===== config.mk =====
export PLATFORM = sky130hd
export DESIGN_NAME = spbm_ctrl
export DESIGN_NICKNAME = d
export VERILOG_FILES = /design/src/rtl/spbm_pkg.sv /design/src/rtl/spbm_ctrl.sv
export VERILOG_INCLUDE_DIRS = /design/src /design/src/rtl
export SDC_FILE = /design/constraint.sdc
export NUM_CORES = 1
export LEC_CHECK = 0
export BUFFER_PORTS_ARGS = -buffer_cell sky130_fd_sc_hd__clkbuf_2
export CORE_AREA = 3 3 40 42
export CTS_BUF_LIST = sky130_fd_sc_hd__clkbuf_8
export CTS_CLUSTER_DIAMETER = 30
export CTS_CLUSTER_SIZE = 12
export DETAILED_ROUTE_END_ITERATION = 10
export DIE_AREA = 0 0 43 45
export GPL_ROUTABILITY_DRIVEN = 0
export PLACE_DENSITY = 0.56
export REMOVE_ABC_BUFFERS = 1
export SYNTH_ARGS = -nofsm -noshare
export SYNTH_HDL_FRONTEND = slang
export SYNTH_SLANG_ARGS = --single-unit

===== constraint.sdc =====
create_clock -name clk -period 3.1 [get_ports clk]
set_input_delay 0.31 -clock clk [delete_from_list [all_inputs] [get_ports clk]]
set_output_delay 0.31 -clock clk [all_outputs]
set_load 0.01 [all_outputs]

===== src/rtl/sparse_page_bitmap_map_macros.svh =====
// Assertion helpers shared by the bitmap map modules
`ifndef SPARSE_PAGE_BITMAP_MAP_MACROS_SVH
`define SPARSE_PAGE_BITMAP_MAP_MACROS_SVH

// Check that a condition implies another in the same cycle
`define SPBM_ASSERT_SAME(label, ante, cons, msg) \
    label: assert property (@(posedge clk) disable iff (!rst_n) (ante) |-> (cons)) \
        else $error(msg);

// Check that a condition implies another in the next cycle
`define SPBM_ASSERT_NEXT(label, ante, cons, msg) \
    label: assert property (@(posedge clk) disable iff (!rst_n) (ante) |=> (cons)) \
        else $error(msg);

`endif


===== src/rtl/spbm_pkg.sv =====
`timescale 1ns / 1ps
package spbm_pkg;

    localparam int PAGE_BYTES_DEF = 4096;
    localparam int MAX_PAGES_DEF  = 262144;
    localparam int ROW_BITS       = 32;
    localparam int ROW_SHIFT      = 5;
    localparam int COUNT_W        = 19;
    localparam int START_W        = 40;
    localparam int OFFSET_W       = 41;
    localparam int RUN_W          = 20;

    localparam logic [COUNT_W-1:0] COUNT_MAX = {COUNT_W{1'b1}};

    // Request kinds
    localparam logic [1:0] REQ_KEY    = 2'd0;
    localparam logic [1:0] REQ_EMPTY  = 2'd1;
    localparam logic [1:0] REQ_LOOKUP = 2'd2;
    localparam logic [1:0] REQ_RUN    = 2'd3;

    // Result status codes
    localparam logic [1:0] ST_OK        = 2'd0;
    localparam logic [1:0] ST_LOAD_DONE = 2'd1;
    localparam logic [1:0] ST_CORRUPT   = 2'd2;
    localparam logic [1:0] ST_IGNORED   = 2'd3;

    // Configuration register indexes
    localparam logic CFG_TOTAL_PAGES = 1'b0;
    localparam logic CFG_DATA_START  = 1'b1;

    typedef struct packed {
        logic [1:0]  req_type;
        logic [7:0]  key_byte;
        logic [17:0] page_number;
    } req_t;

    typedef struct packed {
        logic [1:0]          status;
        logic                present;
        logic [COUNT_W-1:0]  page_rank;
        logic [OFFSET_W-1:0] file_offset;
        logic [COUNT_W-1:0]  run_length;
    } res_t;

    typedef enum logic [3:0] {
        S_CLEAR,
        S_IDLE,
        S_DECODE,
        S_KEY_RD,
        S_KEY_WR,
        S_RANK_RD,
        S_RANK_ACC,
        S_RUN_RD,
        S_RUN_ACC,
        S_FINISH
    } state_t;

    typedef enum logic [1:0] {
        K_IMM,
        K_KEYSET,
        K_RANK,
        K_RUN
    } kind_t;

    typedef struct packed {
        logic accept;
        logic init;
        logic clear_step;
        logic key_rd;
        logic key_wr;
        logic rank_rd;
        logic rank_acc;
        logic run_rd;
        logic run_acc;
        logic finish;
    } ctrl_cmd_t;

    typedef struct packed {
        kind_t kind;
        logic  clear_last;
        logic  rank_last;
        logic  run_stop;
    } ctrl_stat_t;

    // Count the set bits of one bitmap row
    function automatic logic [5:0] popcount32(input logic [31:0] x);
        logic [5:0] n;
        n = '0;
        for (int i = 0; i < 32; i++)
        begin
            n = n + 6'(x[i]);
        end
        return n;
    endfunction

    // Count leading zeros of one row, 32 for an all-zero row
    function automatic logic [5:0] clz32(input logic [31:0] x);
        logic [31:0] v;
        logic [5:0]  n;
        v = x;
        n = '0;
        if (v == '0)
        begin
            n = 6'd32;
        end
        else
        begin
            if (v[31:16] == '0)
            begin
                n = n + 6'd16;
                v = v << 16;
            end
            if (v[31:24] == '0)
            begin
                n = n + 6'd8;
                v = v << 8;
            end
            if (v[31:28] == '0)
            begin
                n = n + 6'd4;
                v = v << 4;
            end
            if (v[31:30] == '0)
            begin
                n = n + 6'd2;
                v = v << 2;
            end
            if (!v[31])
            begin
                n = n + 6'd1;
            end
        end
        return n;
    endfunction

endpackage


===== src/rtl/spbm_ctrl.sv =====
`timescale 1ns / 1ps
`include "sparse_page_bitmap_map_macros.svh"
module spbm_ctrl (
    input  logic                  clk,
    input  logic                  rst_n,
    input  logic                  start,
    output logic                  busy,
    input  spbm_pkg::ctrl_stat_t  stat,
    output spbm_pkg::ctrl_cmd_t   cmd
);
    import spbm_pkg::*;

    state_t state_reg;
    state_t state_next;

    // Hold the state
    always_ff @(posedge clk or negedge rst_n)
    begin
        if (!rst_n)
        begin
            state_reg <= S_CLEAR;
        end
        else
        begin
            state_reg <= state_next;
        end
    end

    // Advance the sequence
    always_comb
    begin
        state_next = state_reg;
        case (state_reg)
            S_CLEAR:
            begin
                if (stat.clear_last)
                begin
                    state_next = S_IDLE;
                end
            end
            S_IDLE:
            begin
                if (start)
                begin
                    state_next = S_DECODE;
                end
            end
            S_DECODE:
            begin
                case (stat.kind)
                    K_KEYSET: state_next = S_KEY_RD;
                    K_RANK:   state_next = S_RANK_RD;
                    K_RUN:    state_next = S_RUN_RD;
                    default:  state_next = S_FINISH;
                endcase
            end
            S_KEY_RD:   state_next = S_KEY_WR;
            S_KEY_WR:   state_next = S_FINISH;
            S_RANK_RD:  state_next = S_RANK_ACC;
            S_RANK_ACC: state_next = stat.rank_last ? S_FINISH : S_RANK_RD;
            S_RUN_RD:   state_next = S_RUN_ACC;
            S_RUN_ACC:  state_next = stat.run_stop ? S_FINISH : S_RUN_RD;
            S_FINISH:   state_next = S_IDLE;
            default:    state_next = S_IDLE;
        endcase
    end

    // Drive datapath commands
    always_comb
    begin
        cmd  = '0;
        busy = (state_reg != S_IDLE);
        case (state_reg)
            S_CLEAR:    cmd.clear_step = 1'b1;
            S_IDLE:     cmd.accept     = start;
            S_DECODE:   cmd.init       = 1'b1;
            S_KEY_RD:   cmd.key_rd     = 1'b1;
            S_KEY_WR:   cmd.key_wr     = 1'b1;
            S_RANK_RD:  cmd.rank_rd    = 1'b1;
            S_RANK_ACC: cmd.rank_acc   = 1'b1;
            S_RUN_RD:   cmd.run_rd     = 1'b1;
            S_RUN_ACC:  cmd.run_acc    = 1'b1;
            S_FINISH:   cmd.finish     = 1'b1;
            default:    cmd            = '0;
        endcase
    end

    `SPBM_ASSERT_NEXT(a_accept_decode, (state_reg == S_IDLE) && start, state_reg == S_DECODE, "accepted item not decoded")
    `SPBM_ASSERT_NEXT(a_finish_idle, state_reg == S_FINISH, state_reg == S_IDLE, "finish did not return to idle")
    `SPBM_ASSERT_NEXT(a_clear_once, state_reg != S_CLEAR, state_reg != S_CLEAR, "clearing pass re-entered")

endmodule


==> results.yml, run 1 <==
run_status:
  status: "finished clean"
yosys:
  yosysTopAreaCellShare_pct: 28.5
  synth.distinct_cells: 24
  post-synth-top-count-cell: "nor2_1"
  synthTopCellsByArea: "dfrtp_1 28%, nand2b_4 7.8%, buf_6 6.4%"
  syn_avg_cell_area_um2: 8.37
  syn_area_um2: 352
  synth-seq-cells: 4
  synthCells: 42
  synthFlopType: "dfrtp_1"
  ys_warn_count: 0
  yosysSeqAreaShare_pct: 28.5
  synth_top_area_cell: "dfrtp_1"
  ys_top_cells_by_count: "6 x nor2_1, 4 x dfrtp_1, 4 x inv_1"
  async_flop_share_pct: 100
  synth_edf_count: 0
drt:
  remaining_drc_errors: 0
  route.vias.total: 374
  drt-initial-drc-count: 11
  ant_nets: 0
  viasPerCell: 4.92
  first_pass_iters: 4
  drt-total-wl_um: 886
  wl_per_cell_um: 11.7
worst_setup_path:
  start_kind: "register"
  critPathMaxFanout: 10
  path_class: "reg2out"
  end_kind: "output pin"
  worstPathArrival_ns: 1.47
  crit_required_ns: 2.79
finish:
  fillers: 140
  nets: 71
  largest_register_ffs: 4
  layout-drive-gt1-share_pct: 42.6
  diodes: 0
  syn_to_final_growth_pct: 37.7
  regArea_um2: 100
  multi_input_area_um2: 209
global_route:
  grt_first_pass_wirelength_um: 1460
  overflow: 0
  grt_pass1_vias: 331
  antenna_found_initial: 0
  grt_max_degree: 16
  grt_usage_pct: 10.3
power:
  p_seq_share_pct: 29.8
  power_switching_mw: 0.216
  internal-power_mw: 0.279
  combPwrFrac_pct: 48.6
  p_leak_nw: 0.239
  p_total_mw: 0.496
  power_density_mw_per_mm2: 1020
  p_clk_share_pct: 21.5
  peakVddDrop_mv: 0.415
  switching_share_pct: 43.6
sta:
  slew_viol_final: 0
  finalSetupViolations: 0
  max_freq_ghz: 0.562
  tns_ns: 0
  min_period_ns: 1.78
  finalHoldViolCount: 0
  tightest_slew_ns: 0.432
  grt_setup_unrepaired: "false"
  period_share_pct: 57.4
  slew_headroom_pct: 71.2
  worst_hold_slack_ns: 0.381
  clock_skew_ns: 0.00348
die:
  initial_core_util_pct: 27.4
  die_w_um: 43
  core-area_mm2: 0.00128
  fp-row-count: 13
  die_y_um: 45
  io_pins: 19
  dieArea_mm2: 0.00194
placement:
  numPortBuffers: 18
  place_hpwl_um: 706
run:
  maxCapViolations: 0
clock_network:
  clock_latency_ns: 0.21
  cts_max_path_buffers: 2
  numClockSinks: 4
  cts_tree: "yes"
  cts_setup_buffers: 0
  htree_num_levels: 1
  clk_pin_slew_ns: 0.03
  cts-root-buf: "clkbuf_8"
  cts_made_buffers: 3
worst_hold_path:
  min_path_type: "in2reg"
## cells by family after synthesis
kind of cell / synth area share, %
buffers and inverters: 12.1
flip-flops: 28.5
AND/OR/NAND/NOR: 39.9
AO/OA/AOI/OAI: 19.6
## metrics by stage
step                cells  utilization (%)  area [um^2]  worst slack [ns]
floorplan              39                -          324              1.64
global placement       72             33.7          433              1.56
detailed placement     72             33.7          433              1.55
CTS                    76             37.7          484              1.32
global route           76             37.7          484              1.28
finish                 76             37.7          484              1.32
## layout by cell type, fill, tap and decap left out, drive strengths merged
master / netlist / routed
a22o: 1 / 1
nor4: 2 / 2
a31oi: 1 / 1
inv: 4 / 4
dfrtp: 4 / 4
nor2: 7 / 7
o2111a: 1 / 1
or3: 2 / 2
dlygate4sd3: 0 / 1
o32ai: 1 / 1
o31a: 1 / 1
nand2: 2 / 2
nor4b: 1 / 1
nor3: 4 / 4
a221o: 1 / 1
nand2b: 3 / 3
nand4: 1 / 1
o21ai: 3 / 3
clkbuf: 0 / 21
## area by class of cell
type                       instances  area share [%]
inverter                           4            3.10
tap                               15            3.88
sequential                         4            20.7
clock buffer                       3            8.53
timing repair buffer              19            20.7
multi-input combinational         31            43.2
## power by group through the flow
stage	registers [mW]	logic, mW	clock network, mW
detailed placement	0.147	0.240	0
CTS	0.146	0.243	0.110
global placement	0.148	0.244	0
global route	0.155	0.268	0.113
floorplan	0.132	0.171	0
finish	0.148	0.241	0.107
## critical path, stage by stage, from the launching register on
cell,delay (ns)
dfrtp_1,0.49
nand2b_4,0.22
or3_4,0.34
nor2_2,0.08
clkbuf_2,0.13
## timing repair
| item | in CTS | in global routing |
|---|---|---|
| hold buffers | 1 | 0 |
| gates resized for setup | 0 | 0 |
| hold endpoints to repair | 4 | 0 |
## metal layers
metal | global-route usage (%) | up-vias | routed length (um)
met5 | 0 | - | 0
met4 | 3.61 | 0 | 0
met3 | 6.37 | 0 | 126
met2 | 12.9 | 21 | 373
met1 | 14.0 | 162 | 386
li1 | - | 191 | -
## path summary, 6_finish.rpt
kind	cells past startpoint	slack, ns	startpoint	end
worst min-delay path	2	0.38	stat[0]	state_reg[3]
worst max register to register	3	1.74	state_reg[2]	state_reg[3]
max in group asynchronous	2	2.53	rst_n	state_reg[1]
worst max-delay path	4	1.32	state_reg[1]	cmd[9]
worst min register to register	1	0.71	state_reg[1]	state_reg[2]
min in group asynchronous	2	0.44	rst_n	state_reg[3]
Note: power is estimated with default switching activity, not from simulation.
==> run 2, diff against run 1 <==
--- a/config.mk
+++ b/config.mk
@@ -6,6 +6,7 @@
 export SDC_FILE = /design/constraint.sdc
 export NUM_CORES = 1
 export LEC_CHECK = 0
+export ABC_AREA = 1
 export BUFFER_PORTS_ARGS = -buffer_cell sky130_fd_sc_hd__clkbuf_2
 export CORE_AREA = 3 3 40 42
 export CTS_BUF_LIST = sky130_fd_sc_hd__clkbuf_8
@@ -14,7 +15,7 @@
 export DETAILED_ROUTE_END_ITERATION = 10
 export DIE_AREA = 0 0 43 45
 export GPL_ROUTABILITY_DRIVEN = 0
-export PLACE_DENSITY = 0.56
+export PLACE_DENSITY = 0.57
 export REMOVE_ABC_BUFFERS = 1
 export SYNTH_ARGS = -nofsm -noshare
 export SYNTH_HDL_FRONTEND = slang
==> constraint.sdc (replaced) <==
create_clock -name clk -period 1.58 [get_ports clk]
set_input_delay 0.158 -clock clk [delete_from_list [all_inputs] [get_ports clk]]
set_output_delay 0.158 -clock clk [all_outputs]
set_load 0.01 [all_outputs]
==> results.yml, run 2 <==
die:
  initial_core_util_pct: 26.3
  die_y_um: 45
  io_pins: 19
  die_w_um: 43
  fp-row-count: 13
  core-area_mm2: 0.00128
  dieArea_mm2: 0.00194
clock_network:
  clock_latency_ns: 0.21
  htree_num_levels: 1
  cts-root-buf: "clkbuf_8"
  cts_made_buffers: 3
  ctsResizeCount: 0
  clk_pin_slew_ns: 0.03
  cts_tree: "yes"
  cts_max_path_buffers: 2
  hold_buffers: 1
  numClockSinks: 4
  cts_setup_buffers: 0
drt:
  remaining_drc_errors: 0
  drt-total-wl_um: 874
  drt-initial-drc-count: 9
  viasPerCell: 4.59
  route.vias.total: 418
  ant_nets: 0
  wl_per_cell_um: 9.60
  first_pass_iters: 4
yosys:
  syn_avg_cell_area_um2: 6.26
  yosysSeqAreaShare_pct: 29.6
  ys_top_cells_by_count: "10 x nor2_1, 9 x nand2_1, 8 x inv_1"
  synth-seq-cells: 4
  ys_warn_count: 0
  synth_edf_count: 0
  synthCells: 54
  synth_top_area_cell: "dfrtp_1"
  yosysTopAreaCellShare_pct: 29.6
  post-synth-top-count-cell: "nor2_1"
  async_flop_share_pct: 100
  synthTopCellsByArea: "dfrtp_1 30%, nor2_1 11%, nand2_1 10%"
  synth.distinct_cells: 15
  synthFlopType: "dfrtp_1"
  syn_area_um2: 338
power:
  power_density_mw_per_mm2: 2010
  internal-power_mw: 0.516
  p_total_mw: 0.999
  power_switching_mw: 0.483
  p_seq_share_pct: 21.8
  switching_share_pct: 48.4
  p_leak_nw: 0.290
  peakVddDrop_mv: 0.729
  combPwrFrac_pct: 57.1
  p_clk_share_pct: 21.1
sta:
  tightest_slew_ns: 0.224
  slew_headroom_pct: 85.1
  max_freq_ghz: 0.711
  slew_viol_final: 0
  clock_skew_ns: 0.000142
  period_share_pct: 89.0
  min_period_ns: 1.41
  finalHoldViolCount: 0
  finalSetupViolations: 0
  tns_ns: 0
  grt_setup_unrepaired: "false"
run_status:
  status: "finished clean"
placement:
  place_area_um2: 447
  numPortBuffers: 18
  place_hpwl_um: 782
global_route:
  antenna_found_initial: 0
  grt_first_pass_wirelength_um: 1640
  grt_usage_pct: 11.7
  grt_pass1_vias: 390
  grt_max_degree: 7
  overflow: 0
worst_hold_path:
  min_path_type: "in2reg"
finish:
  mostFrequentLayoutCells: "18 x clkbuf_2, 10 x nor2_1, 9 x nand2_1, 8 x inv_1"
  largest_register_ffs: 4
  final_common_cell: "clkbuf_2"
  nets: 86
  diodes: 0
  final_cell_area_um2: 498
  regArea_um2: 100
  multi_input_area_um2: 196
  layout-drive-gt1-share_pct: 42.1
  syn_to_final_growth_pct: 47.4
  fillers: 147
worst_setup_path:
  crit_required_ns: 1.42
  end_kind: "output pin"
  worstPathArrival_ns: 1.25
  critPathMaxFanout: 6
  path_class: "reg2out"
  start_kind: "register"
run:
  maxCapViolations: 0
-- run 2: final timing paths --
path                                end          from  cells after the start  slack (ns)
hold / removal             state_reg[3]       stat[0]                      3        0.19
hold reg to reg            state_reg[2]  state_reg[0]                      2        0.61
min in group asynchronous  state_reg[1]         rst_n                      2        0.28
max in group asynchronous  state_reg[3]         rst_n                      2        1.17
setup reg to reg           state_reg[1]  state_reg[2]                      4        0.47
setup / recovery                 cmd[9]  state_reg[2]                      4        0.17
-- run 2: area by class of cell --
class,instances,area share (%)
tap,15,3.77
sequential,4,20.1
clock buffer,3,8.29
inverter,11,8.29
timing repair buffer,19,20.1
multi-input combinational,39,39.4
-- run 2: layer usage --
| metal | part of all wire (%) | GRT usage [%] | vias to the layer above |
|---|---|---|---|
| met3 | 10 | 4.38 | 2 |
| met4 | 1.7 | 7.23 | 0 |
| li1 | - | - | 217 |
| met2 | 45 | 18.0 | 16 |
| met1 | 43 | 13.9 | 183 |
| met5 | 0 | 0 | - |
-- run 2: through the flow --
stage | setup slack (ns) | hold slack, ns | std cells | utilization (%)
after global placement | 0.371 | -0.0324 | 87 | 34.8
after floorplan | 0.481 | -0.138 | 54 | -
after CTS | 0.159 | 0.198 | 91 | 38.8
final | 0.174 | 0.193 | 91 | 38.8
after global routing | 0.0105 | 0.217 | 91 | 38.8
after detailed placement | 0.392 | -0.0278 | 87 | 34.8
-- run 2: critical path, stage by stage (launching register included) --
cell,delay (ns)
dfrtp_1,0.44
nor2_2,0.23
nand2_1,0.13
nor2_1,0.10
clkbuf_2,0.13
-- run 2: cells by family (layout without fill, tap and decap cells) --
| logic type | after synthesis | count (layout) | share of synthesized area [%] |
|---|---|---|---|
| AND/OR/NAND/NOR | 35 | 35 | 50.7 |
| buffers and inverters | 11 | 33 | 12.2 |
| AO/OA/AOI/OAI | 4 | 4 | 7.40 |
| flip-flops | 4 | 4 | 29.6 |
-- run 2: power groups by stage --
stage / Combinational, mW / Clock [mW] / Sequential, mW
finish: 0.571 / 0.211 / 0.218
CTS: 0.581 / 0.217 / 0.218
global route: 0.664 / 0.227 / 0.229
floorplan: 0.408 / 0 / 0.209
global placement: 0.583 / 0 / 0.217
detailed placement: 0.577 / 0 / 0.220
